$ cat src/hdl/thac_pkg.sv
// Shared types, widths and constants for the thermistor ADC to Celsius block.
// No dependencies; every other file imports this package.
`default_nettype none
package thac_pkg;

   // converter resolution; the code port itself is fixed at 12 bits
   localparam int ADC_BITS   = 12;
   localparam int CODE_IN_W  = 12;

   localparam int CSR_IDX_W  = 2;
   localparam int CSR_DATA_W = 20;
   localparam int RES_W      = 20;
   localparam int BETA_W     = 14;
   localparam int T0_W       = 15;

   localparam logic [CSR_IDX_W-1:0] CSR_SERIES  = 2'd0;
   localparam logic [CSR_IDX_W-1:0] CSR_NOMINAL = 2'd1;
   localparam logic [CSR_IDX_W-1:0] CSR_BETA    = 2'd2;
   localparam logic [CSR_IDX_W-1:0] CSR_T0      = 2'd3;

   localparam logic [RES_W-1:0]         RS_RESET   = 20'd10000;
   localparam logic [RES_W-1:0]         R0_RESET   = 20'd10000;
   localparam logic [BETA_W-1:0]        BETA_RESET = 14'd3950;
   localparam logic signed [T0_W-1:0]   T0_RESET   = 15'sd2500;

   localparam logic [1:0] STATUS_OK   = 2'd0;
   localparam logic [1:0] STATUS_ZERO = 2'd1;
   localparam logic [1:0] STATUS_SAT  = 2'd2;

   // log2 unit: 20-bit operand, Q5.16 result with a 5-bit integer part
   localparam int LOG_IN_W   = 20;
   localparam int LOG_N_W    = 5;
   localparam int LOG_FRAC_W = 16;
   localparam int LOG_W      = LOG_N_W + LOG_FRAC_W;
   localparam int LOG_STAGES = LOG_FRAC_W + 1;

   localparam int L2_W    = 24;
   localparam int LNP_W   = 56;
   localparam int T0C_W   = 17;
   localparam int P1_W    = 41;
   localparam int P2_W    = 30;
   localparam int DEN_W   = 42;
   localparam int NUM_W   = 53;
   localparam int REM_W   = 58;
   localparam int QUO_W   = 16;
   localparam int TEMP_W  = 16;

   localparam logic [31:0]               LN2_Q32      = 32'd2977044472;
   localparam logic signed [T0C_W-1:0]   KELVIN_CENTI = 17'sd27315;
   localparam logic signed [TEMP_W-1:0]  TEMP_MAX     = 16'sd32767;

   typedef struct packed {
      logic [ADC_BITS-1:0] code;
      logic                zero;
   } item_type;

   typedef struct packed {
      logic [RES_W-1:0]        rs;
      logic [RES_W-1:0]        r0;
      logic [BETA_W-1:0]       beta;
      logic signed [T0_W-1:0]  t0;
   } cfg_type;

endpackage
`default_nettype wire

$ cat src/hdl/thac_front.sv
// Front end: takes ADC requests, masks and classifies the code, and queues it.
// Depends on thac_pkg.
`default_nettype none
module thac_front (
   input  wire logic                            clock,
   input  wire logic                            reset,
   input  wire logic                            req_valid,
   output logic                                 req_stall,
   input  wire logic [thac_pkg::CODE_IN_W-1:0]  req_adc_code,
   output logic                                 q_valid,
   output thac_pkg::item_type                   q_item,
   input  wire logic                            q_pop
);
   import thac_pkg::*;

   localparam int DEPTH = 4;
   localparam int PTR_W = 2;

   item_type             mem_ff [DEPTH];
   logic [PTR_W-1:0]     wr_ff, rd_ff;
   logic [PTR_W:0]       cnt_ff;
   logic [ADC_BITS+CODE_IN_W-1:0] code_ext;
   item_type             item_in;
   logic                 push, pop;

   assign code_ext     = {{ADC_BITS{1'b0}}, req_adc_code};
   assign item_in.code = code_ext[ADC_BITS-1:0];
   assign item_in.zero = (code_ext[ADC_BITS-1:0] == '0);

   assign req_stall = (cnt_ff == (PTR_W+1)'(DEPTH));
   assign push      = req_valid && !req_stall;
   assign q_valid   = (cnt_ff != '0);
   assign pop       = q_pop && q_valid;
   assign q_item    = mem_ff[rd_ff];

   always_ff @(posedge clock) begin
      if (reset) begin
         wr_ff  <= '0;
         rd_ff  <= '0;
         cnt_ff <= '0;
      end else begin
         if (push) wr_ff <= wr_ff + 1'b1;
         if (pop)  rd_ff <= rd_ff + 1'b1;
         cnt_ff <= cnt_ff + (PTR_W+1)'(push) - (PTR_W+1)'(pop);
      end
   end

   always_ff @(posedge clock) begin
      if (push) mem_ff[wr_ff] <= item_in;
   end

endmodule
`default_nettype wire

$ cat config.mk
export PLATFORM = sky130hd
export DESIGN_NAME = thac_front
export DESIGN_NICKNAME = d
export VERILOG_FILES = /design/src/hdl/thac_pkg.sv /design/src/hdl/thac_front.sv
export SDC_FILE = /design/constraint.sdc
export NUM_CORES = 1
export LEC_CHECK = 0
export BUFFER_PORTS_ARGS = -buffer_cell sky130_fd_sc_hd__buf_2
export CAP_MARGIN = 20
export CORE_ASPECT_RATIO = 1.2
export CORE_MARGIN = 5
export CORE_UTILIZATION = 56
export CTS_BUF_LIST = sky130_fd_sc_hd__clkbuf_4 sky130_fd_sc_hd__clkbuf_8 sky130_fd_sc_hd__clkbuf_16
export CTS_CLUSTER_DIAMETER = 30
export DETAILED_ROUTE_END_ITERATION = 16
export GPL_TIMING_DRIVEN = 0
export HOLD_SLACK_MARGIN = 0.1
export PLACE_DENSITY = 0.78
export SKIP_CTS_REPAIR_TIMING = 1
export SLEW_MARGIN = 20
export SYNTH_ARGS = -nofsm -noshare
export SYNTH_HDL_FRONTEND = slang
export SYNTH_SLANG_ARGS = --single-unit
$ cat constraint.sdc
create_clock -name clock -period 2.3 [get_ports clock]
set_input_delay 0.23 -clock clock [delete_from_list [all_inputs] [get_ports clock]]
set_output_delay 0.23 -clock clock [all_outputs]
set_load 0.005 [all_outputs]
==> results.md <==
- Status: finished, final reports clean
- Final nets: 184
- Clk Latency, worst-skew pair: 0.33 ns
- Crit path DAT: 2.40 ns
- Crit path to: cnt_ff[2]$_SDFF_PP0_
- DP Area: 2592 µm²
- Area delta synth->final: 17.47%
- Clock skew: between 0.008 and 0.009 ns
- Syn Nets: 143
- First-pass GRT wire length: around 6.3 mm
- Most used cell, CP: inv_1
- Power per cell area: roughly 1100 nW/µm²
- Yosys cell types: 28
- Met2 routed WL: ~2.3 mm
- Num CTS Buffers: 9
- Worst-path clk slew: 0.06 ns
- Worst path depth: 11
- R2R cell count: 11
- FILL cells: 300
- Core Box Area: between 4000 and 5000 µm²
- Number of synthesized register bits: 61
- Final worst path period share: between 90 and 100%
- CTS Buffer Depth: 2
- Port bufs: 29
- Cell Area, Synth: roughly 2400 µm²
- Final HPWL from detailed placement: between 2 and 3 mm
- Max-slew violation count: 0
- Crit start category: register
- Crit path launch: cnt_ff[1]$_SDFF_PP0_
- Via total after detailed routing: about 1200
- Worst hold start: req_adc_code[3]
- Slowest-stage cell, CP: dfxtp_2
- Routability Congestion: 0.7396
- Synth Area per Inst: 19.81 µm²
- Wire per inst: 18.22 µm
- Std cell rows: 26
- Crit path cell chain: nor3b_4, nor2_4, inv_1, ha_1, inv_1, ha_1, inv_1, fa_1, xor2_1, and2_1, nor3_1
- DR top layer: met4
- Max-cap violations: 0
- Family with the most delay on the worst path: adder cells
- Number of synthesized flops with an enable pin: 52
- Relative slew slack: 54.07%
- Reg2reg setup slack: 0.15 ns
- Antenna-violating nets left: 0
- Vias in the first global route: 1293
- WL met1: approximately 1.5 mm
- Worst path required time: 2.55 ns
- # IOs: 31
- FF/Latch Area: between 1500 and 2000 µm²
- RR Endpoint: cnt_ff[2]$_SDFF_PP0_
- Reg-to-Reg Start: cnt_ff[1]$_SDFF_PP0_
- VDD IR max: 588.0 µV
- Pre-antenna DRT Iters: 4
- Worst setup EP type: register
- Async S/R FF share, synth: 0%
- Initial Util: about 57%
- Leak: 1.015 nW
- Initial antenna violation count: 0
- Endpoints failing setup: 0
- Tightest Pin Transition: a little under 0.7 ns
- Diode count: 0
- Slowest stage delay, CP: 0.37 ns
- Ratio of cells with drive above 1 in the final layout: between 30 and 40%
- Sequential area share after synthesis: 73.26%
- Finished Cell Area: 2793 µm²
- Area occupied by multi-input gates: 604.3 µm²
- Met3 wire len: 195 µm
- H-tree Lvls: 3
- Largest net degree at the start of global routing: 14
- RSZ-0062 raised after global routing: no
- Root Driver: clkbuf_8
- TritonCTS clock tree: built
- Worst path bufs/invs: 3
- Clock sinks: 61
- Worst-path fanout max: 7
- GR Overflow Total: 0
- Chip width: 69.48 µm
- Via-per-instance ratio: 5.302
- Mapped Cells: 120
- HP Class: in -> reg
- Fin. Hold Viols: 0
- Kind of critical path: reg -> reg
- Die Area: about 5700 µm²
- YS warnings: 0
- DRC violations left: 0
- DIE HEIGHT: between 80 and 90 µm
- GRT Resource Usage Total: 16.06%
- DRT Wirelength: 4.044 mm
- Max Clock Freq: roughly 460 MHz
- DRT iter0 DRCs: 62
- Setup TNS: 0 ns
- Primary FF master, synth: edfxtp_1
- Minimum clock period after layout: roughly 2.2 ns
==> stage by stage <==
| step | setup WS, ns | hold slack (ns) | cells | power (W) | util [%] |
|---|---|---|---|---|---|
| floorplan | 0.2355 | 0.3289 | 120 | 0.001932 | - |
| global placement | 0.1200 | 0.4575 | 205 | 0.002152 | 61.78 |
| detailed placement | 0.04587 | 0.4649 | 205 | 0.002206 | 61.78 |
| CTS | 0.01156 | 0.1178 | 221 | 0.003031 | 66.01 |
| global route | 0.001290 | 0.1177 | 222 | 0.003200 | 66.55 |
| finish | 0.1481 | 0.1266 | 222 | 0.003035 | 66.55 |
==> power breakdown <==
part	switching [W]	total, W	internal, W
sequential	0.0000957	0.00146	0.00137
clock	0.000364	0.000829	0.000465
combinational	0.000347	0.000745	0.000398
==> placed cells by master, fill, tap and decap left out, types with 2 or more instances in the layout <==
cell	instances
clkbuf_8	10
edfxtp_1	52
ha_1	6
mux4_1	3
xor2_1	2
nor4_1	3
nor2_1	5
dfxtp_1	6
or3_1	2
nand2b_1	2
and2_1	5
clkinv_2	2
clkbuf_4	4
buf_2	30
mux4_2	10
dfxtp_2	3
inv_1	5
==> layout make-up <==
| type | count | area share [%] |
|---|---|---|
| plain buffers | 3 | 0.7168 |
| clock buffers | 14 | 6.004 |
| clock inverters | 2 | 0.3584 |
| inverters | 6 | 0.8065 |
| multi-input cells | 50 | 21.64 |
| flip-flops and latches | 61 | 62.50 |
| well taps | 56 | 2.509 |
| repair buffers | 30 | 5.466 |
==> per-layer routing <==
layer	track usage, %	vias to the layer above
li1	-	556
met1	15.61	587
met2	29.39	26
met3	4.703	8
met4	11.13	0
met5	0	-
==> Yosys cell counts, types with 2 or more instances <==
library cell	count	area, µm²
and2_1	5	31.28
dfxtp_1	9	180.2
edfxtp_1	52	1562
ha_1	6	75.07
inv_1	5	18.77
mux4_1	3	78.83
mux4_2	10	225.2
nand2b_1	2	12.51
nor2_1	5	18.77
nor4_1	3	18.77
or3_1	2	12.51
xor2_1	2	17.52
==> sequential cells by signal (all words and copies together) (netlist names), named ones only <==
| register | flops |
|---|---|
| mem_ff | 52 |
| cnt_ff | 3 |
| rd_ff | 2 |
| wr_ff | 2 |
==> how the worst min path moves through the flow <==
stage / end / slack [ns] / cells past startpoint
after floorplan: mem_ff[0][10]$_DFFE_PP_ / 0.33 / 0
after global placement: mem_ff[1][4]$_DFFE_PP_ / 0.46 / 1
after detailed placement: mem_ff[1][4]$_DFFE_PP_ / 0.46 / 1
after CTS: mem_ff[2][4]$_DFFE_PP_ / 0.12 / 1
after global routing: mem_ff[2][4]$_DFFE_PP_ / 0.12 / 1
final: mem_ff[2][4]$_DFFE_PP_ / 0.13 / 1
==> cells by family (layout without fill, tap and decap cells) <==
kind of cell | after synthesis | in the layout | synth area share (%)
multiplexers | 14 | 14 | 13.21
adder cells (fa/ha/maj) | 7 | 7 | 4.000
AND/OR/NAND/NOR | 22 | 22 | 5.474
buffers and inverters | 9 | 55 | 1.789
AO/OA/AOI/OAI | 4 | 4 | 1.158
flip-flops | 61 | 61 | 73.26
XOR/XNOR | 3 | 3 | 1.105
Note: power is estimated with default switching activity, not from simulation.
